--- config.mk ---
export PLATFORM = sky130hd
export DESIGN_NAME = ramped_multichannel_soft_pwm
export DESIGN_NICKNAME = d
export VERILOG_FILES = /design/src/rtl/rmsp_pkg.sv /design/src/rtl/rmsp_ramp.sv /design/src/rtl/ramped_multichannel_soft_pwm.sv
export SDC_FILE = /design/constraint.sdc
export NUM_CORES = 1
export LEC_CHECK = 0
export BUFFER_PORTS_ARGS = -buffer_cell sky130_fd_sc_hd__buf_2
export CELL_PAD_IN_SITES_DETAIL_PLACEMENT = 1
export CELL_PAD_IN_SITES_GLOBAL_PLACEMENT = 1
export CORE_MARGIN = 3
export CORE_UTILIZATION = 56
export CTS_BUF_LIST = sky130_fd_sc_hd__clkbuf_8
export DETAILED_ROUTE_END_ITERATION = 16
export PLACE_DENSITY_LB_ADDON = 0.05
export SYNTH_ARGS = -nofsm -noshare
export SYNTH_HDL_FRONTEND = slang
export SYNTH_SLANG_ARGS = --single-unit
export TNS_END_PERCENT = 100
--- constraint.sdc ---
create_clock -name clock -period 12.12 [get_ports clock]
set_input_delay 0 -clock clock [delete_from_list [all_inputs] [get_ports clock]]
set_output_delay 0 -clock clock [all_outputs]
set_load 0.02 [all_outputs]
--- src/rtl/rmsp_pkg.sv ---
// package for the ramped multichannel soft pwm block
// constants, operation codes and types shared by the top level and the ramp unit
package rmsp_pkg;

   localparam int MotorSlots = 5;
   localparam int SlotBits   = 3;
   localparam int DutyBits   = 11;
   localparam int StepBits   = 8;
   localparam int GuardTicks = 100;
   localparam logic signed [DutyBits-1:0] DutyMax = 11'sd1000;
   localparam logic signed [DutyBits-1:0] DutyMin = -11'sd1000;

   typedef enum logic [1:0] {
      OP_SET_TARGET = 2'd0,
      OP_SET_NOW    = 2'd1,
      OP_TICK       = 2'd2,
      OP_COMPARE    = 2'd3
   } op_type;

   typedef enum logic [1:0] {
      CSR_ACTIVE = 2'd0,
      CSR_BRIDGE = 2'd1
   } csr_type;

   typedef logic signed [DutyBits-1:0] duty_type;
   typedef logic [DutyBits-2:0] mag_type;

   // result of one ramp step for one slot
   typedef struct packed {
      duty_type cur;
      logic     dir_wr;
      logic     dir_a;
      logic     dir_b;
   } ramp_res_type;

   function automatic mag_type mag_of(input duty_type v);
      duty_type n;
      n = v[DutyBits-1] ? -v : v;
      return n[DutyBits-2:0];
   endfunction

endpackage

--- src/rtl/rmsp_ramp.sv ---
// shared ramp unit: moves one slot's present duty one step toward its target
// depends on rmsp_pkg
module rmsp_ramp (
   input  rmsp_pkg::duty_type               cur,
   input  rmsp_pkg::duty_type               tgt,
   input  logic [rmsp_pkg::StepBits-1:0]    step,
   input  logic                             bridge,
   output rmsp_pkg::ramp_res_type           res
);
   import rmsp_pkg::*;

   logic signed [DutyBits+1:0] cw, tw, sw, up, dn;
   logic                      flip;

   always_comb begin
      cw = (DutyBits+2)'(cur);
      tw = (DutyBits+2)'(tgt);
      sw = (DutyBits+2)'({1'b0, step});
      up = cw + sw;
      dn = cw - sw;
      flip = bridge && (cur != '0) && ((cur > 0) != (tgt > 0));
      res.cur    = cur;
      res.dir_wr = 1'b0;
      res.dir_a  = 1'b0;
      res.dir_b  = 1'b0;
      if (cur != tgt) begin
         if (flip) begin
            // ramp towards zero before the sign may change
            if (sw >= (DutyBits+2)'({1'b0, mag_of(cur)})) res.cur = '0;
            else if (cur > 0) res.cur = dn[DutyBits-1:0];
            else res.cur = up[DutyBits-1:0];
            res.dir_wr = (res.cur == '0);
         end else begin
            if (cur < tgt) res.cur = (up > tw) ? tgt : up[DutyBits-1:0];
            else res.cur = (dn < tw) ? tgt : dn[DutyBits-1:0];
            res.dir_wr = 1'b1;
            res.dir_a  = res.cur > 0;
            res.dir_b  = res.cur < 0;
         end
      end
   end

endmodule

--- src/rtl/ramped_multichannel_soft_pwm.sv ---
// Ramped multichannel soft pwm. A set request goes straight to the output state;
// a compare request passes the compare state, and the schedule state when it
// schedules a new edge; a period tick walks the slots one per cycle through the
// shared ramp unit, then runs the exchange sort one compare per cycle (no compare
// with fewer than two active slots) and schedules the next edge. The block takes no
// request while one is in work; a finished result sits in an output register,
// and a request that finishes while the previous result still waits holds there.
// depends on rmsp_pkg and rmsp_ramp
module ramped_multichannel_soft_pwm (
   input  logic        clock,
   input  logic        reset,
   input  logic        req_tvalid,
   output logic        req_tready,
   // operation[1:0], motor_select[4:2], value[20:5], timer_count[36:21], zeros
   input  logic [39:0] req_tdata,
   output logic        rsp_tvalid,
   input  logic        rsp_tready,
   // pwm_levels[4:0], dir_a[9:5], dir_b[14:10], compare_value[30:15],
   // compare_update[31]
   output logic [31:0] rsp_tdata,
   input  logic        csr_we,
   input  logic [2:0]  csr_index,
   input  logic [7:0]  csr_wdata
);
   import rmsp_pkg::*;

   typedef enum logic [5:0] {
      ST_IDLE  = 6'b000001,
      ST_RAMP  = 6'b000010,
      ST_SORT  = 6'b000100,
      ST_SCHED = 6'b001000,
      ST_CMP   = 6'b010000,
      ST_OUT   = 6'b100000
   } state_type;

   state_type state_ff, state_in;
   logic [MotorSlots-1:0] active_ff, bridge_ff, pwm_ff, dira_ff, dirb_ff;
   logic [StepBits-1:0]   step_ff [MotorSlots];
   duty_type              tgt_ff [MotorSlots];
   duty_type              cur_ff [MotorSlots];
   logic [SlotBits-1:0]   order_ff [MotorSlots];
   logic [SlotBits-1:0]   cnt_ff, pos_ff, i_ff, j_ff;
   logic [15:0]           cmp_ff, tcount_ff;
   logic                  upd_ff, rsp_valid_ff;
   logic [31:0]           rsp_data_ff;

   ramp_res_type          rres;
   logic [SlotBits-1:0]   ri;
   duty_type              sel_cur;
   logic [15:0]           edge_v, safe_v;
   logic                  pend;
   duty_type              clamped;
   logic signed [15:0]    vin;
   op_type                req_op;
   logic [SlotBits-1:0]   req_sel;
   logic                  rsp_load;

   assign ri = i_ff;
   rmsp_ramp u_ramp (
      .cur   (cur_ff[ri]),
      .tgt   (tgt_ff[ri]),
      .step  (step_ff[ri]),
      .bridge(bridge_ff[ri]),
      .res   (rres)
   );

   assign req_op  = op_type'(req_tdata[1:0]);
   assign req_sel = req_tdata[4:2];
   assign vin = req_tdata[20:5];
   always_comb begin
      if (vin > 16'sd1000) clamped = DutyMax;
      else if (vin < -16'sd1000) clamped = DutyMin;
      else clamped = vin[DutyBits-1:0];
   end

   assign pend    = (pos_ff < cnt_ff);
   assign sel_cur = cur_ff[order_ff[pos_ff]];
   assign edge_v  = {mag_of(sel_cur), 6'b0};
   assign safe_v  = tcount_ff + 16'(GuardTicks);

   // output register is free, or its request leaves in this cycle
   assign rsp_load   = (state_ff == ST_OUT) && (!rsp_valid_ff || rsp_tready);
   assign req_tready = (state_ff == ST_IDLE);
   assign rsp_tvalid = rsp_valid_ff;
   assign rsp_tdata  = rsp_data_ff;

   always_comb begin
      state_in = state_ff;
      case (state_ff)
         ST_IDLE:  if (req_tvalid && req_tready) begin
            case (req_op)
               OP_TICK:    state_in = ST_RAMP;
               OP_COMPARE: state_in = ST_CMP;
               default:    state_in = ST_OUT;
            endcase
         end
         ST_RAMP:  if (i_ff == SlotBits'(MotorSlots-1)) state_in = ST_SORT;
         ST_SORT:  if (cnt_ff < 2 || (i_ff >= cnt_ff - 2 && j_ff >= cnt_ff - 1))
                      state_in = ST_SCHED;
         ST_SCHED: state_in = ST_OUT;
         ST_CMP:   state_in = pend ? ST_SCHED : ST_OUT;
         ST_OUT:   if (rsp_load) state_in = ST_IDLE;
         default:  state_in = ST_IDLE;
      endcase
   end

   always_ff @(posedge clock) begin
      if (reset) begin
         state_ff     <= ST_IDLE;
         active_ff    <= '0;
         bridge_ff    <= '0;
         pwm_ff       <= '0;
         dira_ff      <= '0;
         dirb_ff      <= '0;
         cnt_ff       <= '0;
         pos_ff       <= '0;
         cmp_ff       <= '0;
         upd_ff       <= 1'b0;
         rsp_valid_ff <= 1'b0;
         rsp_data_ff  <= '0;
         i_ff         <= '0;
         j_ff         <= '0;
         for (int k = 0; k < MotorSlots; k++) begin
            step_ff[k]  <= 8'd1;
            tgt_ff[k]   <= '0;
            cur_ff[k]   <= '0;
            order_ff[k] <= '0;
         end
      end else begin
         state_ff <= state_in;
         if (csr_we) begin
            if (csr_index == 3'(CSR_ACTIVE)) active_ff <= csr_wdata[MotorSlots-1:0];
            else if (csr_index == 3'(CSR_BRIDGE)) bridge_ff <= csr_wdata[MotorSlots-1:0];
            else if (csr_index >= 3'd2 && csr_index < 3'(MotorSlots + 2))
               step_ff[csr_index - 3'd2] <= csr_wdata;
         end
         if (rsp_load) rsp_valid_ff <= 1'b1;
         else if (rsp_tready) rsp_valid_ff <= 1'b0;
         case (state_ff)
            ST_IDLE: if (req_tvalid && req_tready) begin
               tcount_ff <= req_tdata[36:21];
               upd_ff    <= 1'b0;
               i_ff      <= '0;
               if ((req_op == OP_SET_TARGET || req_op == OP_SET_NOW)
                   && req_sel < 3'(MotorSlots)) begin
                  tgt_ff[req_sel] <= clamped;
                  if (req_op == OP_SET_NOW) begin
                     cur_ff[req_sel] <= clamped;
                     if (bridge_ff[req_sel]) begin
                        dira_ff[req_sel] <= clamped > 0;
                        dirb_ff[req_sel] <= clamped < 0;
                     end
                  end
               end
               if (req_op == OP_TICK) begin
                  cnt_ff <= '0;
                  pos_ff <= '0;
               end
            end
            ST_RAMP: begin
               if (active_ff[i_ff]) begin
                  cur_ff[i_ff] <= rres.cur;
                  if (rres.dir_wr && bridge_ff[i_ff]) begin
                     dira_ff[i_ff] <= rres.dir_a;
                     dirb_ff[i_ff] <= rres.dir_b;
                  end
                  if (rres.cur != '0) pwm_ff[i_ff] <= 1'b1;
                  order_ff[cnt_ff] <= i_ff;
                  cnt_ff <= cnt_ff + 1'b1;
               end
               if (i_ff == SlotBits'(MotorSlots-1)) begin
                  i_ff <= '0;
                  j_ff <= 3'd1;
               end else i_ff <= i_ff + 1'b1;
            end
            ST_SORT: begin
               if (cnt_ff >= 2) begin
                  // one compare-exchange a cycle
                  if (mag_of(cur_ff[order_ff[j_ff]]) < mag_of(cur_ff[order_ff[i_ff]])) begin
                     order_ff[i_ff] <= order_ff[j_ff];
                     order_ff[j_ff] <= order_ff[i_ff];
                  end
                  if (j_ff >= cnt_ff - 1) begin
                     i_ff <= i_ff + 1'b1;
                     j_ff <= i_ff + 3'd2;
                  end else j_ff <= j_ff + 1'b1;
               end
               pos_ff <= '0;
            end
            ST_SCHED: if (pend) begin
               cmp_ff <= (edge_v > safe_v) ? edge_v : safe_v;
               upd_ff <= 1'b1;
            end
            ST_CMP: if (pend) begin
               pwm_ff[order_ff[pos_ff]] <= 1'b0;
               pos_ff <= pos_ff + 1'b1;
            end
            ST_OUT: if (rsp_load) rsp_data_ff <= {upd_ff, cmp_ff, dirb_ff, dira_ff, pwm_ff};
            default: ;
         endcase
      end
   end

   a_ready_idle: assert property (@(posedge clock) disable iff (reset)
      req_tready |-> state_ff == ST_IDLE)
      else $error("ready outside idle");
   a_pos_bound: assert property (@(posedge clock) disable iff (reset)
      pos_ff <= cnt_ff)
      else $error("order position beyond count");
   a_rsp_hold: assert property (@(posedge clock) disable iff (reset)
      (rsp_tvalid && !rsp_tready) |=> (rsp_tvalid && $stable(rsp_tdata)))
      else $error("result changed while waiting");

endmodule

==> impl_results.md <==
- Dpl ws: 3.930 ns
- Crit Path Class: reg -> reg
- Die Area: 45700 um^2
- Tightest Pin Transition: 1.276 ns
- Register area: 10460 um^2
- Initial antenna violation count: 2
- Yosys cell types: 88
- Slew Limit Fails: 0
- Synth area leaders: edfxtp_1 35%, dfxtp_1 8.4%, mux2i_1 7.3%, mux4_2 6.9%, ha_1 5.2%
- Total GRT Usage: 38.31%
- # DRC: 0
- Syn_area_per_cell: 10.29 um^2
- RSZ-0062 raised after global routing: false
- Reg2Reg Depth: 23
- Post-synth top area cell: edfxtp_1
- Clk sink count: 382
- First-pass GRT wire length: 133300 um
- CP arrival: 8.89 ns
- Initial core utilization: 57.13%
- Dpl hpwl: 56950 um
- Minimum clock period: 8.534 ns
- IO Count: 90
- Pwr per Cell Area: 156.8 nW/um^2
- Multi-input gate area: 13290 um^2
- # fillers: 4580
- CTS tree: built
- Setup TNS: 0 ns
- Async SR Flop Fraction: 0%
- Register bit count reported by yosys: 382
- CP max stage cell: dfxtp_4
- Violation count after the first detailed-routing iteration: 2315
- Share of post-route cells with drive strength above 1: 13.43%
- Startpoint types: flop
- Setup violators final: 0
- Final hold vios: 0
- Vias per cell: 6.613
- Tightest Hold Check Type: in -> reg
- WHS Path Cells: 4
- Critical path required time: 12.48 ns
- CP cell instances: buf_4, mux4_2, mux2i_1, buf_4, inv_1, ha_1, nor2b_1, o2111a_1, o41ai_1, a21oi_1, a211o_1, o21ai_0, ha_1, nand3_1, a211oi_1, nor4b_1, o22ai_1, nand2_1, o2111ai_1, nor4_2, a311o_1, mux2i_1, inv_1
- WHS Endpoint: dira_ff[1]
- Relative slew slack: 14.57%
- Syn Std Cell Area: 24180 um^2
- Leak: 10.44 nW
- Core area: 42320 um^2
- Clock buffer depth: 3
- Worst Skew: 0.02719 ns
- IO buf count: 86
- Crit share post-route: 70.41%
- Die width: 213.8 um
- Row count: 75
- Synth top area share: 34.78%
- Worst Hold Slack: 0.04632 ns
- Die Height: 213.8 um
- Sequential fraction of the synthesis area: 43.22%
- Synthesis Warnings: 0
- Reg2Reg Capture Point: cur_ff[7][10]
- Run status: complete, no violations
- CTS Buf Count: 70
- Routability cong.: 1.022
- P&R area growth vs syn: 12.50%
- Via count: 21060
- Critical path capture point type: flop
- R2R Setup Slk: 3.59 ns
- Post-route ant nets: 0
- Critical path fanouts, max: 39
- Largest net degree at the start of global routing: 91
- Setup Buffers After CTS: 0
- Setup WS post-layout: 3.586 ns
- Pre-Repair DR Iteration Count: 9
- Fmax: 117.2 MHz
- Top FF cell, synth: edfxtp_1
- DR WL/cell: 27.44 um
- Clock Latency Late Sink: 0.67 ns
- Fin cells: 3185
- Max-cap violations: 0
- Number of synthesized flops with an enable pin: 280
- VDD IR max: 142.6 uV
- Aggregate routed wire length: 87390 um
- Mapped Cells: 2349
- Root Buffer: clkbuf_8
- Min-delay src: req_tdata[4]
- Nets: 2711
- Overflow after GRT: 0
- Placed cell count: 3008
- CP max stage delay: 0.87 ns
- H-Tree Depth: 3
- Vias in the first global route: 22350
- Clock Pin Slew Worst Setup and Hold Paths: 0.06 ns
## sequential cells by signal, summed over array words and instances (netlist names), 5 cells and up, named ones only
signal     flops
state_ff       6
step_ff       64
dira_ff        5
rsp_tdata     32
active_ff      5
bridge_ff      5
cur_ff        88
pwm_ff         5
order_ff      24
dirb_ff        5
cmp_ff        16
tgt_ff        88
tcount_ff     16
## worst max-delay path by stage
stage / from / endpoint / slack [ns]
after floorplan: flop / pwm_ff[4] / 4.50
after global placement: flop / cur_ff[5][10] / 4.06
after detailed placement: flop / cur_ff[5][10] / 3.93
after CTS: flop / cur_ff[7][10] / 3.92
after global routing: flop / cur_ff[6][10] / 3.18
final: flop / cur_ff[7][10] / 3.59
## layout by cell type (no fill, tap or decap), types with 64 or more instances in the layout
master	netlist	final
nor2b_1	65	64
nor2_1	259	259
buf_2	23	85
edfxtp_1	280	280
mux2i_1	177	171
o21ai_0	86	86
ha_1	101	101
a211oi_1	79	79
nand2_1	180	180
conb_1	1	90
clkbuf_8	0	76
inv_1	72	98
dfxtp_1	102	99
a21oi_1	165	165
mux4_2	74	74
## Yosys cell counts (18+ instances only)
master      n
edfxtp_1  280
nand2_1   180
dfxtp_1   102
o22ai_1    19
a31oi_1    23
xnor2_1    39
nor2_1    259
nand2b_1   31
or2_2      18
xor2_1     26
and3_1     26
nor2b_1    65
buf_2      23
a211oi_1   79
mux4_2     74
a21o_1     19
mux2i_1   177
inv_1      72
nor3_1     35
ha_1      101
o21ai_0    86
and2_1     45
nand3_1    44
clkbuf_1   75
a21oi_1   165
## layout make-up
cell class	count	area share, %
repair buffers	169	4.333
inverters	74	1.021
clock inverters	50	0.8188
multi-input cells	1855	48.85
diodes	2	0.01840
well taps	577	2.654
flip-flops and latches	382	38.46
clock buffers	76	3.846
## metrics by stage
step	utilization, %	total power, mW	area [um^2]
2_1_floorplan	-	2.567	24510
3_3_place_gp	60.10	2.944	25440
3_5_place_dp	60.10	3.020	25440
4_1_cts	64.26	4.172	27190
5_1_grt	64.27	4.445	27200
6_report	64.27	4.266	27200
## routing by layer
metal	vias to the layer above	track usage (%)	wire length (um)
met3	258	7.388	6904
met2	1042	64.82	42490
met5	-	0	0
li1	9131	-	-
met4	0	16.34	3696
met1	10630	48.36	34300
## where the power goes
part	total (mW)	leakage [nW]	switching, mW	internal, mW
sequential	1.55	3.61	0.0780	1.47
combinational	1.54	6.08	0.988	0.550
clock	1.18	0.746	0.596	0.580
## worst max-delay path, delay by kind of cell, from the launching register on
family	cells	cell delay, ns
compound gates	9	3.37
fa+ha+maj	2	0.57
simple gates	5	1.00
buf+inv	4	1.06
mux	3	1.32
flops	1	0.87
## cell families (layout without fill, tap and decap cells)
| logic type | count (synthesis) | count (layout) | synth area share (%) |
|---|---|---|---|
| AO/OA/AOI/OAI | 529 | 529 | 14.01 |
| XOR/XNOR | 65 | 65 | 2.355 |
| adder cells (fa/ha/maj) | 103 | 103 | 5.392 |
| buffers and inverters | 201 | 369 | 3.519 |
| flip-flops | 382 | 382 | 43.22 |
| multiplexers | 273 | 273 | 15.37 |
| other | 1 | 92 | 0.01551 |
| AND/OR/NAND/NOR | 795 | 795 | 16.12 |
## repair_timing
item                                   in CTS  in global routing
resized for setup                           0                  0
hold buffers                               49                  0
endpoints found under the hold margin     159                  0
Note: power is estimated with default switching activity, not from simulation.
